<file path="config.mk">
export PLATFORM = sky130hd
export DESIGN_NAME = multilevel_feedback_queue_scheduler
export DESIGN_NICKNAME = d
export VERILOG_FILES = /design/src/rtl/mfqs_pkg.sv /design/src/rtl/multilevel_feedback_queue_scheduler.sv /design/src/rtl/mfqs_front.sv /design/src/rtl/mfqs_back.sv
export SDC_FILE = /design/constraint.sdc
export NUM_CORES = 2
export LEC_CHECK = 0
export CORE_MARGIN = 2
export CORE_UTILIZATION = 55
export DETAILED_ROUTE_END_ITERATION = 7
export DONT_BUFFER_PORTS = 1
export GPL_ROUTABILITY_DRIVEN = 0
export PLACE_DENSITY_LB_ADDON = 0.12
export SYNTH_ARGS = -nofsm -noshare
export SYNTH_HDL_FRONTEND = slang
export SYNTH_HIERARCHICAL = 1
export SYNTH_SLANG_ARGS = --single-unit
</file>
<file path="constraint.sdc">
create_clock -name clk -period 8.6 [get_ports clk]
set_input_delay 0.86 -clock clk [delete_from_list [all_inputs] [get_ports clk]]
set_output_delay 0.86 -clock clk [all_outputs]
set_load 0.05 [all_outputs]
</file>
<file path="src/rtl/mfqs_pkg.sv">
// Shared types, widths and codes for the multilevel feedback queue scheduler.
package mfqs_pkg;

  localparam int DEFAULT_QUEUE_DEPTH = 32;
  localparam int DEFAULT_LEVELS      = 3;
  localparam int CMDQ_DEPTH          = 2;

  localparam int ID_W     = 8;
  localparam int TICK_W   = 16;
  localparam int LVL_W    = 2;
  localparam int STATUS_W = 2;
  localparam int CFG_IDX_W = 2;
  localparam int ENTRY_W  = ID_W + TICK_W;

  localparam logic [TICK_W-1:0] RESET_QUANTUM_TOP    = 16'd5;
  localparam logic [TICK_W-1:0] RESET_QUANTUM_MIDDLE = 16'd10;
  localparam logic [TICK_W-1:0] RESET_QUANTUM_BOTTOM = 16'd15;

  localparam logic [CFG_IDX_W-1:0] CFG_QUANTUM_TOP    = 2'd0;
  localparam logic [CFG_IDX_W-1:0] CFG_QUANTUM_MIDDLE = 2'd1;
  localparam logic [CFG_IDX_W-1:0] CFG_QUANTUM_BOTTOM = 2'd2;

  localparam logic OP_ADD      = 1'b0;
  localparam logic OP_DISPATCH = 1'b1;

  localparam logic [STATUS_W-1:0] STATUS_OK    = 2'd0;
  localparam logic [STATUS_W-1:0] STATUS_FULL  = 2'd1;
  localparam logic [STATUS_W-1:0] STATUS_EMPTY = 2'd2;

  typedef struct packed {
    logic              is_dispatch;
    logic [ID_W-1:0]   proc_id;
    logic [TICK_W-1:0] burst_time;
    logic [LVL_W-1:0]  level;
  } cmd_t;

endpackage

</file>
<file path="src/rtl/multilevel_feedback_queue_scheduler.sv">
// Top level of the multilevel feedback queue scheduler: front end, command queue, back end.
// An add word is written to its level queue when the back end pops it; a dispatch word reads
// memory, then slices and writes back to the target level in a serve state, during which no
// further command is popped; busy rises when the command queue is full.
// Reset: all level queues empty, quanta 5/10/15; queue memory contents are not cleared.
// Results carry a one-cycle done strobe; the receiver cannot stall.
module multilevel_feedback_queue_scheduler #(
  parameter int QUEUE_DEPTH = mfqs_pkg::DEFAULT_QUEUE_DEPTH,
  parameter int LEVELS      = mfqs_pkg::DEFAULT_LEVELS
) (
  input  logic                           clk,
  input  logic                           rst,
  input  logic                           start,
  output logic                           busy,
  input  logic                           operation,
  input  logic [mfqs_pkg::ID_W-1:0]      proc_id,
  input  logic [mfqs_pkg::TICK_W-1:0]    burst_time,
  input  logic [mfqs_pkg::LVL_W-1:0]     add_level,
  input  logic                           cfg_valid,
  output logic                           cfg_ready,
  input  logic [mfqs_pkg::CFG_IDX_W-1:0] cfg_index,
  input  logic [mfqs_pkg::TICK_W-1:0]    cfg_data,
  output logic                           done,
  output logic [mfqs_pkg::STATUS_W-1:0]  status,
  output logic [mfqs_pkg::LVL_W-1:0]     served_level,
  output logic [mfqs_pkg::ID_W-1:0]      served_id,
  output logic [mfqs_pkg::TICK_W-1:0]    ran_ticks,
  output logic [mfqs_pkg::TICK_W-1:0]    left_ticks,
  output logic                           finished,
  output logic [mfqs_pkg::LVL_W-1:0]     target_level,
  output logic                           demote_dropped
);

  logic           cmd_valid;
  logic           cmd_pop;
  mfqs_pkg::cmd_t cmd;

  mfqs_front #(
    .LEVELS(LEVELS)
  ) u_front (
    .clk        (clk),
    .rst        (rst),
    .start      (start),
    .busy       (busy),
    .operation  (operation),
    .proc_id    (proc_id),
    .burst_time (burst_time),
    .add_level  (add_level),
    .cmd_valid  (cmd_valid),
    .cmd        (cmd),
    .cmd_pop    (cmd_pop)
  );

  mfqs_back #(
    .QUEUE_DEPTH(QUEUE_DEPTH),
    .LEVELS     (LEVELS)
  ) u_back (
    .clk            (clk),
    .rst            (rst),
    .cmd_valid      (cmd_valid),
    .cmd            (cmd),
    .cmd_pop        (cmd_pop),
    .cfg_valid      (cfg_valid),
    .cfg_ready      (cfg_ready),
    .cfg_index      (cfg_index),
    .cfg_data       (cfg_data),
    .done           (done),
    .status         (status),
    .served_level   (served_level),
    .served_id      (served_id),
    .ran_ticks      (ran_ticks),
    .left_ticks     (left_ticks),
    .finished       (finished),
    .target_level   (target_level),
    .demote_dropped (demote_dropped)
  );

endmodule

</file>
<file path="src/rtl/mfqs_front.sv">
// Command front end: accepts and classifies words into a short command queue.
module mfqs_front #(
  parameter int LEVELS = mfqs_pkg::DEFAULT_LEVELS
) (
  input  logic                        clk,
  input  logic                        rst,
  input  logic                        start,
  output logic                        busy,
  input  logic                        operation,
  input  logic [mfqs_pkg::ID_W-1:0]   proc_id,
  input  logic [mfqs_pkg::TICK_W-1:0] burst_time,
  input  logic [mfqs_pkg::LVL_W-1:0]  add_level,
  output logic                        cmd_valid,
  output mfqs_pkg::cmd_t              cmd,
  input  logic                        cmd_pop
);

  localparam int QP_W = $clog2(mfqs_pkg::CMDQ_DEPTH);
  localparam int QC_W = $clog2(mfqs_pkg::CMDQ_DEPTH + 1);

  mfqs_pkg::cmd_t             entries [mfqs_pkg::CMDQ_DEPTH];
  logic [QP_W-1:0]            wr_ptr;
  logic [QP_W-1:0]            rd_ptr;
  logic [QC_W-1:0]            fill;
  logic                       push;
  mfqs_pkg::cmd_t             incoming;

  assign busy      = (fill == QC_W'(mfqs_pkg::CMDQ_DEPTH));
  assign push      = start && !busy;
  assign cmd_valid = (fill != '0);
  assign cmd       = entries[rd_ptr];

  // clamp out-of-range levels to the bottom level
  always_comb begin
    incoming.is_dispatch = (operation == mfqs_pkg::OP_DISPATCH);
    incoming.proc_id     = proc_id;
    incoming.burst_time  = burst_time;
    if (add_level >= mfqs_pkg::LVL_W'(LEVELS)) begin
      incoming.level = mfqs_pkg::LVL_W'(LEVELS - 1);
    end else begin
      incoming.level = add_level;
    end
  end

  always_ff @(posedge clk) begin
    if (push) begin
      entries[wr_ptr] <= incoming;
    end
  end

  always_ff @(posedge clk) begin
    if (rst) begin
      wr_ptr <= '0;
      rd_ptr <= '0;
      fill   <= '0;
    end else begin
      if (push) begin
        wr_ptr <= (wr_ptr == QP_W'(mfqs_pkg::CMDQ_DEPTH - 1)) ? '0 : wr_ptr + 1'b1;
      end
      if (cmd_pop) begin
        rd_ptr <= (rd_ptr == QP_W'(mfqs_pkg::CMDQ_DEPTH - 1)) ? '0 : rd_ptr + 1'b1;
      end
      if (push && !cmd_pop) begin
        fill <= fill + 1'b1;
      end else if (!push && cmd_pop) begin
        fill <= fill - 1'b1;
      end
    end
  end

endmodule

</file>
<file path="src/rtl/mfqs_back.sv">
// Execution back end: level queues in memory, dispatch, slice and requeue.
module mfqs_back #(
  parameter int QUEUE_DEPTH = mfqs_pkg::DEFAULT_QUEUE_DEPTH,
  parameter int LEVELS      = mfqs_pkg::DEFAULT_LEVELS
) (
  input  logic                           clk,
  input  logic                           rst,
  input  logic                           cmd_valid,
  input  mfqs_pkg::cmd_t                 cmd,
  output logic                           cmd_pop,
  input  logic                           cfg_valid,
  output logic                           cfg_ready,
  input  logic [mfqs_pkg::CFG_IDX_W-1:0] cfg_index,
  input  logic [mfqs_pkg::TICK_W-1:0]    cfg_data,
  output logic                           done,
  output logic [mfqs_pkg::STATUS_W-1:0]  status,
  output logic [mfqs_pkg::LVL_W-1:0]     served_level,
  output logic [mfqs_pkg::ID_W-1:0]      served_id,
  output logic [mfqs_pkg::TICK_W-1:0]    ran_ticks,
  output logic [mfqs_pkg::TICK_W-1:0]    left_ticks,
  output logic                           finished,
  output logic [mfqs_pkg::LVL_W-1:0]     target_level,
  output logic                           demote_dropped
);

  localparam int PTR_W  = $clog2(QUEUE_DEPTH);
  localparam int CNT_W  = $clog2(QUEUE_DEPTH + 1);
  localparam int LI_W   = $clog2(LEVELS);
  localparam int ADDR_W = $clog2(LEVELS * QUEUE_DEPTH);
  localparam int MEM_DEPTH = LEVELS * QUEUE_DEPTH;

  localparam logic ST_IDLE  = 1'b0;
  localparam logic ST_SERVE = 1'b1;

  logic [mfqs_pkg::ENTRY_W-1:0] mem [MEM_DEPTH];
  logic [mfqs_pkg::ENTRY_W-1:0] rd_data;

  logic [PTR_W-1:0] head  [LEVELS];
  logic [PTR_W-1:0] tail  [LEVELS];
  logic [CNT_W-1:0] count [LEVELS];

  logic                        state;
  logic [LI_W-1:0]             cur_level;
  logic [mfqs_pkg::TICK_W-1:0] quantum_top;
  logic [mfqs_pkg::TICK_W-1:0] quantum_middle;
  logic [mfqs_pkg::TICK_W-1:0] quantum_bottom;

  logic [LI_W-1:0]              add_idx;
  logic                         add_full;
  logic                         found;
  logic [LI_W-1:0]              sel;
  logic [mfqs_pkg::TICK_W-1:0]  rem;
  logic [mfqs_pkg::TICK_W-1:0]  quantum;
  logic [mfqs_pkg::TICK_W-1:0]  ran;
  logic [mfqs_pkg::TICK_W-1:0]  left;
  logic                         is_done;
  logic [LI_W-1:0]              tgt;
  logic                         tgt_full;
  logic                         mem_we;
  logic [ADDR_W-1:0]            mem_waddr;
  logic [mfqs_pkg::ENTRY_W-1:0] mem_wdata;
  logic                         mem_re;
  logic [ADDR_W-1:0]            mem_raddr;

  function automatic logic [PTR_W-1:0] ptr_inc(input logic [PTR_W-1:0] p);
    ptr_inc = (p == PTR_W'(QUEUE_DEPTH - 1)) ? '0 : p + 1'b1;
  endfunction

  function automatic logic [ADDR_W-1:0] addr_of(input logic [LI_W-1:0] l,
                                                input logic [PTR_W-1:0] p);
    addr_of = ADDR_W'(l) * ADDR_W'(QUEUE_DEPTH) + ADDR_W'(p);
  endfunction

  assign cfg_ready = 1'b1;
  assign cmd_pop   = (state == ST_IDLE) && cmd_valid;

  assign add_idx  = cmd.level[LI_W-1:0];
  assign add_full = (count[add_idx] == CNT_W'(QUEUE_DEPTH));

  // lowest-numbered (top) non-empty level wins
  always_comb begin
    found = 1'b0;
    sel   = '0;
    for (int i = LEVELS - 1; i >= 0; i--) begin
      if (count[i] != '0) begin
        found = 1'b1;
        sel   = LI_W'(i);
      end
    end
  end

  always_comb begin
    rem = rd_data[mfqs_pkg::TICK_W-1:0];
    if (cur_level == LI_W'(LEVELS - 1)) begin
      quantum = quantum_bottom;
    end else if (cur_level == '0) begin
      quantum = quantum_top;
    end else begin
      quantum = quantum_middle;
    end
    if (quantum == '0 || rem <= quantum) begin
      ran  = rem;
      left = '0;
    end else begin
      ran  = quantum;
      left = rem - quantum;
    end
    is_done  = (left == '0);
    tgt      = (cur_level == LI_W'(LEVELS - 1)) ? cur_level : cur_level + 1'b1;
    tgt_full = (count[tgt] == CNT_W'(QUEUE_DEPTH));
  end

  always_comb begin
    mem_we    = 1'b0;
    mem_waddr = addr_of(add_idx, tail[add_idx]);
    mem_wdata = {cmd.proc_id, cmd.burst_time};
    mem_re    = 1'b0;
    mem_raddr = addr_of(sel, head[sel]);
    if (state == ST_IDLE) begin
      if (cmd_pop && !cmd.is_dispatch && !add_full) begin
        mem_we = 1'b1;
      end
      if (cmd_pop && cmd.is_dispatch && found) begin
        mem_re = 1'b1;
      end
    end else if (!is_done && !tgt_full) begin
      mem_we    = 1'b1;
      mem_waddr = addr_of(tgt, tail[tgt]);
      mem_wdata = {rd_data[mfqs_pkg::ENTRY_W-1:mfqs_pkg::TICK_W], left};
    end
  end

  always_ff @(posedge clk) begin
    if (mem_we) begin
      mem[mem_waddr] <= mem_wdata;
    end
    if (mem_re) begin
      rd_data <= mem[mem_raddr];
    end
  end

  always_ff @(posedge clk) begin
    if (rst) begin
      quantum_top    <= mfqs_pkg::RESET_QUANTUM_TOP;
      quantum_middle <= mfqs_pkg::RESET_QUANTUM_MIDDLE;
      quantum_bottom <= mfqs_pkg::RESET_QUANTUM_BOTTOM;
    end else if (cfg_valid && cfg_ready) begin
      case (cfg_index)
        mfqs_pkg::CFG_QUANTUM_TOP:    quantum_top    <= cfg_data;
        mfqs_pkg::CFG_QUANTUM_MIDDLE: quantum_middle <= cfg_data;
        mfqs_pkg::CFG_QUANTUM_BOTTOM: quantum_bottom <= cfg_data;
        default: ;
      endcase
    end
  end

  always_ff @(posedge clk) begin
    if (rst) begin
      state     <= ST_IDLE;
      cur_level <= '0;
      done      <= 1'b0;
      for (int i = 0; i < LEVELS; i++) begin
        head[i]  <= '0;
        tail[i]  <= '0;
        count[i] <= '0;
      end
    end else begin
      done <= 1'b0;
      case (state)
        ST_IDLE: begin
          if (cmd_pop) begin
            served_level   <= '0;
            served_id      <= '0;
            ran_ticks      <= '0;
            left_ticks     <= '0;
            finished       <= 1'b0;
            target_level   <= '0;
            demote_dropped <= 1'b0;
            if (!cmd.is_dispatch) begin
              done <= 1'b1;
              if (add_full) begin
                status <= mfqs_pkg::STATUS_FULL;
              end else begin
                status         <= mfqs_pkg::STATUS_OK;
                tail[add_idx]  <= ptr_inc(tail[add_idx]);
                count[add_idx] <= count[add_idx] + 1'b1;
              end
            end else if (!found) begin
              done   <= 1'b1;
              status <= mfqs_pkg::STATUS_EMPTY;
            end else begin
              head[sel]  <= ptr_inc(head[sel]);
              count[sel] <= count[sel] - 1'b1;
              cur_level  <= sel;
              state      <= ST_SERVE;
            end
          end
        end
        ST_SERVE: begin
          done           <= 1'b1;
          status         <= mfqs_pkg::STATUS_OK;
          served_level   <= mfqs_pkg::LVL_W'(cur_level);
          served_id      <= rd_data[mfqs_pkg::ENTRY_W-1:mfqs_pkg::TICK_W];
          ran_ticks      <= ran;
          left_ticks     <= left;
          finished       <= is_done;
          target_level   <= is_done ? '0 : mfqs_pkg::LVL_W'(tgt);
          demote_dropped <= !is_done && tgt_full;
          if (!is_done && !tgt_full) begin
            tail[tgt]  <= ptr_inc(tail[tgt]);
            count[tgt] <= count[tgt] + 1'b1;
          end
          state <= ST_IDLE;
        end
        default: state <= ST_IDLE;
      endcase
    end
  end

endmodule

</file>
Word-level counts from Yosys, hierarchy flattened
Memory sizes are Yosys's and may differ from the RTL's. A register that Yosys moved wholly into a read port is not among the register bits.
Cells that the tools add are included.
{ "word_totals": {"ff_bits": 104, "mem_bits_rw": 2406, "inputBits": 49, "wordCells": 182, "memories": 5} }
{ "op_classes": {"add_sub_neg": 15, "order_cmp": 2, "eq_ne": 11, "muxes": 91, "bitwise_logic": 2, "reduce_logical": 39} }
{ "mem_list": {"columns": ["memory", "words", "word_bits", "rd", "rd_clocked_by_memory_dff", "write_ports", "line", "source"], "rows": [
  ["u_back.mem", 96, 24, 1, 1, 1, "mfqs_back.sv:35", "logic [mfqs_pkg::ENTRY_W-1:0] mem [MEM_DEPTH];"],
  ["u_front.entries", 2, 27, 1, 1, 1, "mfqs_front.sv:21", "mfqs_pkg::cmd_t entries [mfqs_pkg::CMDQ_DEPTH];"],
  ["u_back.count", 3, 6, 6, 0, 3, "mfqs_back.sv:40", "logic [CNT_W-1:0] count [LEVELS];"],
  ["u_back.head", 3, 5, 1, 0, 3, "mfqs_back.sv:38", "logic [PTR_W-1:0] head [LEVELS];"],
  ["u_back.tail", 3, 5, 2, 0, 3, "mfqs_back.sv:39", "logic [PTR_W-1:0] tail [LEVELS];"]
]} }
{ "ops": {"columns": ["op", "count"], "rows": [
  ["2-to-1 mux 16 bit", 5],
  ["one-hot mux 16 bit (2 select lines)", 2],
  ["2-to-1 mux 24 bit", 2],
  ["2-to-1 mux 1 bit", 44],
  ["2-to-1 mux 2 bit", 18],
  ["logical NOT 16 bit", 2],
  ["2-to-1 mux 5 bit", 6],
  ["adder 7 x 5 -> 7 bit", 3],
  ["2-to-1 mux 6 bit", 3],
  ["nonzero test 6 bit", 3],
  ["OR reduction 6 bit", 3],
  ["<= comparator 16 bit", 1],
  ["one-hot mux 8 bit (2 select lines)", 1],
  ["subtractor 16 bit", 1],
  ["adder 5 x 1 -> 5 bit, second input constant", 3],
  ["equality test 5 bit, second input constant", 3],
  ["OR reduction 5 bit", 3],
  ["2-to-1 mux 7 bit", 2],
  ["adder 6 x 1 -> 6 bit, second input constant", 2],
  ["equality test 6 bit, second input constant", 2],
  ["one-hot mux 2 bit (2 select lines)", 3],
  ["logical AND 1 bit", 10],
  ["2-to-1 mux 8 bit", 1],
  ["one-hot mux 1 bit (2 select lines)", 4],
  ["17 further kinds", 33]
]} }

Longest topological paths before layout
{ "logic_depth": {"depth_word": 15, "ltp_mapped": 23, "mapped_depth_nobuf": 18} }

By module
Netlist, hierarchy kept.
{ "modules_own_cells": {"columns": ["mod", "n_inst", "cells_each", "area_each_um2", "seq_area_each_um2"], "rows": [
  ["mfqs_back", 1, 6407, 99310.2, 74161.1],
  ["mfqs_front", 1, 111, 2174.6, 1721.7]
]} }

Worst setup path before layout
Ideal clock, no wire load.
{ "synth_path": {"path_kind": "register to register", "from": "register u_back.cur_level[0]", "to": "memory u_back/mem[0][13] (netlist name) (data pin)", "t_arrival_ps": 7632, "required_time_ps": 7628, "path_slack_ps": -5, "path_stages_with_launch": 20, "n_path_buf": 5, "period_less_slack_ps": 8605, "cell_sequence": "dfxtp_1 inv_1 ha_1 buf_4 buf_2 mux2_2 mux2i_1 ha_1 a21oi_1 o21ai_0 a41o_1 o21a_1 o2111a_1 nand4_1 o21ai_1 nand2b_1 buf_4 buf_6 buf_2 o31ai_1"} }
{ "synth_between": {"elab_chain_len": 11, "word_cells_on_any_way": 19, "cone_classes": "add/sub (2); order compare (1); eq/ne (2); mux (6); reduce/logical (7); memory (1)"} }
{ "synth_rtl": {"columns": ["element", "line", "source"], "rows": [
  ["from (decl)", "mfqs_back.sv:43", "logic [LI_W-1:0] cur_level;"],
  ["from (signal assigned)", "mfqs_back.sv:194", "cur_level <= sel;"],
  ["logical NOT 2 bit", "mfqs_back.sv:96", "end else if (cur_level == '0) begin"],
  ["2-to-1 mux 16 bit", "mfqs_back.sv:96", null],
  ["2-to-1 mux 16 bit", "mfqs_back.sv:94", "if (cur_level == LI_W'(LEVELS - 1)) begin"],
  ["<= comparator 16 bit / logical NOT 16 bit (equally long branches)", "mfqs_back.sv:101", "if (quantum == '0 || rem <= quantum) begin"],
  ["logical OR 1 bit", "mfqs_back.sv:101", null],
  ["2-to-1 mux 16 bit", "mfqs_back.sv:101", null],
  ["logical NOT 16 bit", "mfqs_back.sv:108", "is_done = (left == '0);"],
  ["logical NOT 1 bit", "mfqs_back.sv:126", "end else if (!is_done && !tgt_full) begin"],
  ["logical AND 1 bit", "mfqs_back.sv:126", null],
  ["2-to-1 mux 24 bit (*)", "mfqs_back.sv:126", null],
  ["2-to-1 mux 24 bit (*)", "mfqs_back.sv:119", "if (state == ST_IDLE) begin"],
  ["via u_back.mem_wdata, one bit", "mfqs_back.sv:61", "logic [mfqs_pkg::ENTRY_W-1:0] mem_wdata;"],
  ["to (decl)", "mfqs_back.sv:35", null]
]} }
The timed path passes the listed nets; every way through them passes the cells marked *.

Final worst setup path
{ "layout_path": {"from": "register u_back.cur_level[0]", "to": "memory u_back/mem[11][19] (netlist name) (enable)"} }
{ "layout_between": {"elab_chain_len": 13, "word_cells_on_any_way": 25, "cone_classes": "add/sub (3); order compare (1); eq/ne (2); mux (10); reduce/logical (7); memory (2)"} }
{ "layout_rtl": {"columns": ["element", "line", "source"], "rows": [
  ["logical NOT 2 bit", "mfqs_back.sv:96", null],
  ["2-to-1 mux 16 bit", "mfqs_back.sv:96", null],
  ["2-to-1 mux 16 bit", "mfqs_back.sv:94", null],
  ["<= comparator 16 bit / logical NOT 16 bit (equally long branches)", "mfqs_back.sv:101", null],
  ["logical OR 1 bit", "mfqs_back.sv:101", null],
  ["2-to-1 mux 16 bit", "mfqs_back.sv:101", null],
  ["logical NOT 16 bit", "mfqs_back.sv:108", null],
  ["logical NOT 1 bit", "mfqs_back.sv:126", null],
  ["logical AND 1 bit", "mfqs_back.sv:126", null],
  ["2-to-1 mux 1 bit", "mfqs_back.sv:126", null],
  ["2-to-1 mux 1 bit", "mfqs_back.sv:119", null],
  ["2-to-1 mux 1 bit", "mfqs_back.sv:134", "if (mem_we) begin"],
  ["2-to-1 mux 1 bit (not written as such)", "mfqs_back.sv:135", "mem[mem_waddr] <= mem_wdata;"]
]} }
Parallel ways exist; a longest one is shown, timed or not.

==> key figures <==
Run status
  • Status: complete, no violations

Drt
  • Routed vias: 59477
  • DR vias/cell: 6.41
  • WL final: 281000 µm
  • DR pass1 iterations: 6
  • Number of nets still failing antenna checks after routing: 0
  • 1st-iter DRT viols: 8401
  • Remaining routing DRC violations: 0
  • Drt wl/cell: 30.2 µm

Logic synthesis
  • Unique cell type count in the Yosys netlist: 87
  • Dominant synthesized flop cell: edfxtp_1
  • Ys async rst share: 0
  • Post-Syn Instances: 6518
  • Seq/Total Area, Yosys: 0.748
  • Synth Register Bits: 2546
  • Mean post-synth cell area: 15.6 µm²
  • Post-Syn Area: 0.101 mm²
  • Ys Warns: 6
  • Syn_nets: 6598
  • Number of enable flip-flop cells after synthesis: 2489

GRT
  • Met2 global-route usage: 0.442
  • First-pass GRT wire length: 404000 µm
  • Total grt overflow: 0
  • Antenna violations before repair: 16
  • Met3 GRT Util: 0.0595
  • Met1 usage: 0.448
  • Vias in the first global route: 56270
  • Largest net degree at the start of global routing: 153
  • Overall Global Routing Usage: 0.300
  • Global route hottest layer: met1

Floorplan
  • Rows: 157
  • Die ar.: 0.188 mm²
  • IO Pins: 100
  • Core area: 0.183 mm²
  • Die Ht: 434 µm
  • Die Wd: 434 µm
  • Initial core utilization: 0.554

Clock tree
  • Skew-Pair Late Insertion Delay: 0.94 ns
  • H-tree depth: 5
  • CTS tree: yes
  • CTS clk-pin slew, worst paths: 0.06 ns
  • CTS Buffer Depth: 4
  • CTS buffer count: 277
  • Post-CTS Setup Inserts: 0
  • Root Driver: clkbuf_16
  • Clk sinks: 2546

Setup path
  • Critical path peak fanout: 24
  • Slowest stage delay, CP: 0.96 ns
  • Worst Setup End Kind: register
  • Critical path buffers and inverters: 4
  • Critical Path RT: 9.20 ns
  • Cell mode on critical path: buf_4
  • Setup crit start kind: register
  • CP top delay family: compound AO/OA/AOI/OAI gates
  • Crit path kind: reg2reg
  • Slowest-stage cell, CP: a22oi_2
  • Arrival @ worst endpoint: 7.40 ns
  • Cell-by-cell trace of the critical path: inv_1 -> ha_1 -> mux2_2 -> mux2i_1 -> ha_1 -> and4_1 -> and3_1 -> a221oi_1 -> a21oi_1 -> xor2_1 -> or4b_1 -> o21ai_2 -> buf_4 -> nor3_2 -> a22oi_2 -> buf_4 -> nor2_2 -> buf_4

Cells and area
  • Fin util: 0.622
  • Share of cells above drive strength 1: 0.153
  • Most frequent cells in the layout: edfxtp_1, nand2_1, nand3_1, clkbuf_16, mux4_2
  • Area added between synthesis and finish: 12.3%
  • Leading cell type in the layout, fill and taps excluded: edfxtp_1
  • Finished Layout Cells: 9276
  • Fin nets: 6705

Placement
  • PortBufs: 0
  • Post-DP HPWL: 165000 µm
  • Placed Cells: 8804

Timing
  • Fmax: 0.147 GHz
  • Final slew viol count: 0
  • # setup viols final: 0
  • RSZ-0062 raised after global routing: no
  • Fin crit share: 0.791
  • Final Skew: 0.0512 ns
  • Worst-margin pin slew: 1.32 ns
  • Min Tclk post-route: 6.80 ns
  • Hold Vio Cnt, Final: 0
  • Relative slew slack: 0.0977

Power and ir drop
  • VDD IR max: 315 µV
  • P per Cell Area: 340 mW/mm²
  • Design Power: 38.8 mW
  • Leak: 37.5 nW

Hold path
  • Hold Path Class: in2reg

Flow run
  • Max-Cap Viols: 0
## power breakdown
| group | total [mW] | switching, mW | internal [mW] |
|---|---|---|---|
| Clock | 11.1 | 4.62 | 6.52 |
| Combinational | 11.6 | 8.50 | 3.11 |
| Sequential | 16.0 | 0.445 | 15.6 |
## synthesized netlist by cell type, types with 10 or more instances
cell	number	area [µm²]
mux4_2	252	5680
nand2b_1	11	68.8
nand4_1	54	338
a32oi_1	151	1320
a21oi_1	100	500
clkbuf_1	141	529
ha_1	31	388
a31oi_1	193	1210
buf_1	23	86.3
nand3b_1	12	90.1
nand2_1	1438	5400
o21bai_1	11	82.6
mux2i_1	203	2030
nor2_1	223	837
a211oi_1	19	143
a32o_1	12	120
mux2_2	49	552
buf_2	192	961
buf_4	30	225
xor2_1	14	123
nor2b_1	15	93.8
and3_1	32	200
nor3_1	29	145
a22oi_1	11	82.6
and2_1	20	125
a311oi_1	19	166
a221oi_1	10	87.6
nor4_1	26	163
edfxtp_1	2489	74700
dfxtp_1	57	1140
o21ai_0	28	140
inv_1	44	165
xnor2_1	21	184
o31ai_1	15	113
nand3_1	395	1980
## path summary, 6_finish.rpt
path	startpoint	to	slack, ns	cells past startpoint
worst min-delay path	burst_time[8]	u_front/entries[1][10]	0.06	0
worst max register to register	u_back/cur_level[0]	u_back/mem[11][19]	1.80	18
worst min register to register	u_back/quantum_top[9]	u_back/quantum_top[9]	0.45	2
worst max-delay path	u_back/cur_level[0]	u_back/mem[11][19]	1.80	18
## metal layers
metal,up-vias,routed length [µm]
li1,25255,-
met5,-,46
met1,30355,114000
met4,6,10500
met3,520,29600
met2,3341,126000
## stage by stage
stage | area (µm²) | TNS, ns | setup slack [ns] | hold WS, ns
finish | 114000 | 0 | 1.80 | 0.0553
global route | 114000 | 0 | 1.42 | 0.0160
CTS | 114000 | 0 | 1.69 | 0.0000551
detailed placement | 106000 | 0 | 1.73 | 0.443
global placement | 106000 | 0 | 1.84 | 0.434
floorplan | 101000 | -1.21 | -0.00465 | 0.433
## cells by family after synthesis
family / synth area share
compound gates: 0.0468
xor+xnor: 0.00302
fa+ha+maj: 0.00382
buf+inv: 0.0196
flops: 0.748
mux: 0.0815
other cells: 0.0000370
simple gates: 0.0975
## area by class of cell
class	instances	area (µm²)
Clock buffer	348	7420
Timing Repair Buffer	216	2150
Clock inverter	115	928
Sequential cell	2546	75900
Inverter	45	184
Multi-Input combinational cell	3539	24300
Fill cell	13205	69300
Tap cell	2464	3080
Antenna cell	3	7.51
## state kept, by name, summed over array words and instances (netlist names), 20 cells and up, named ones only
register / cells
u_back/mem: 2304
u_front/entries: 54
u_back/count: 24
u_back/rd_data: 24
u_back/tail: 20
## what timing repair did
item                                   CTS  global route
hold buffers                             6             0
resized for setup                        0             0
endpoints found under the hold margin   14             0
No activity file was read; power rests on OpenSTA's default activity.
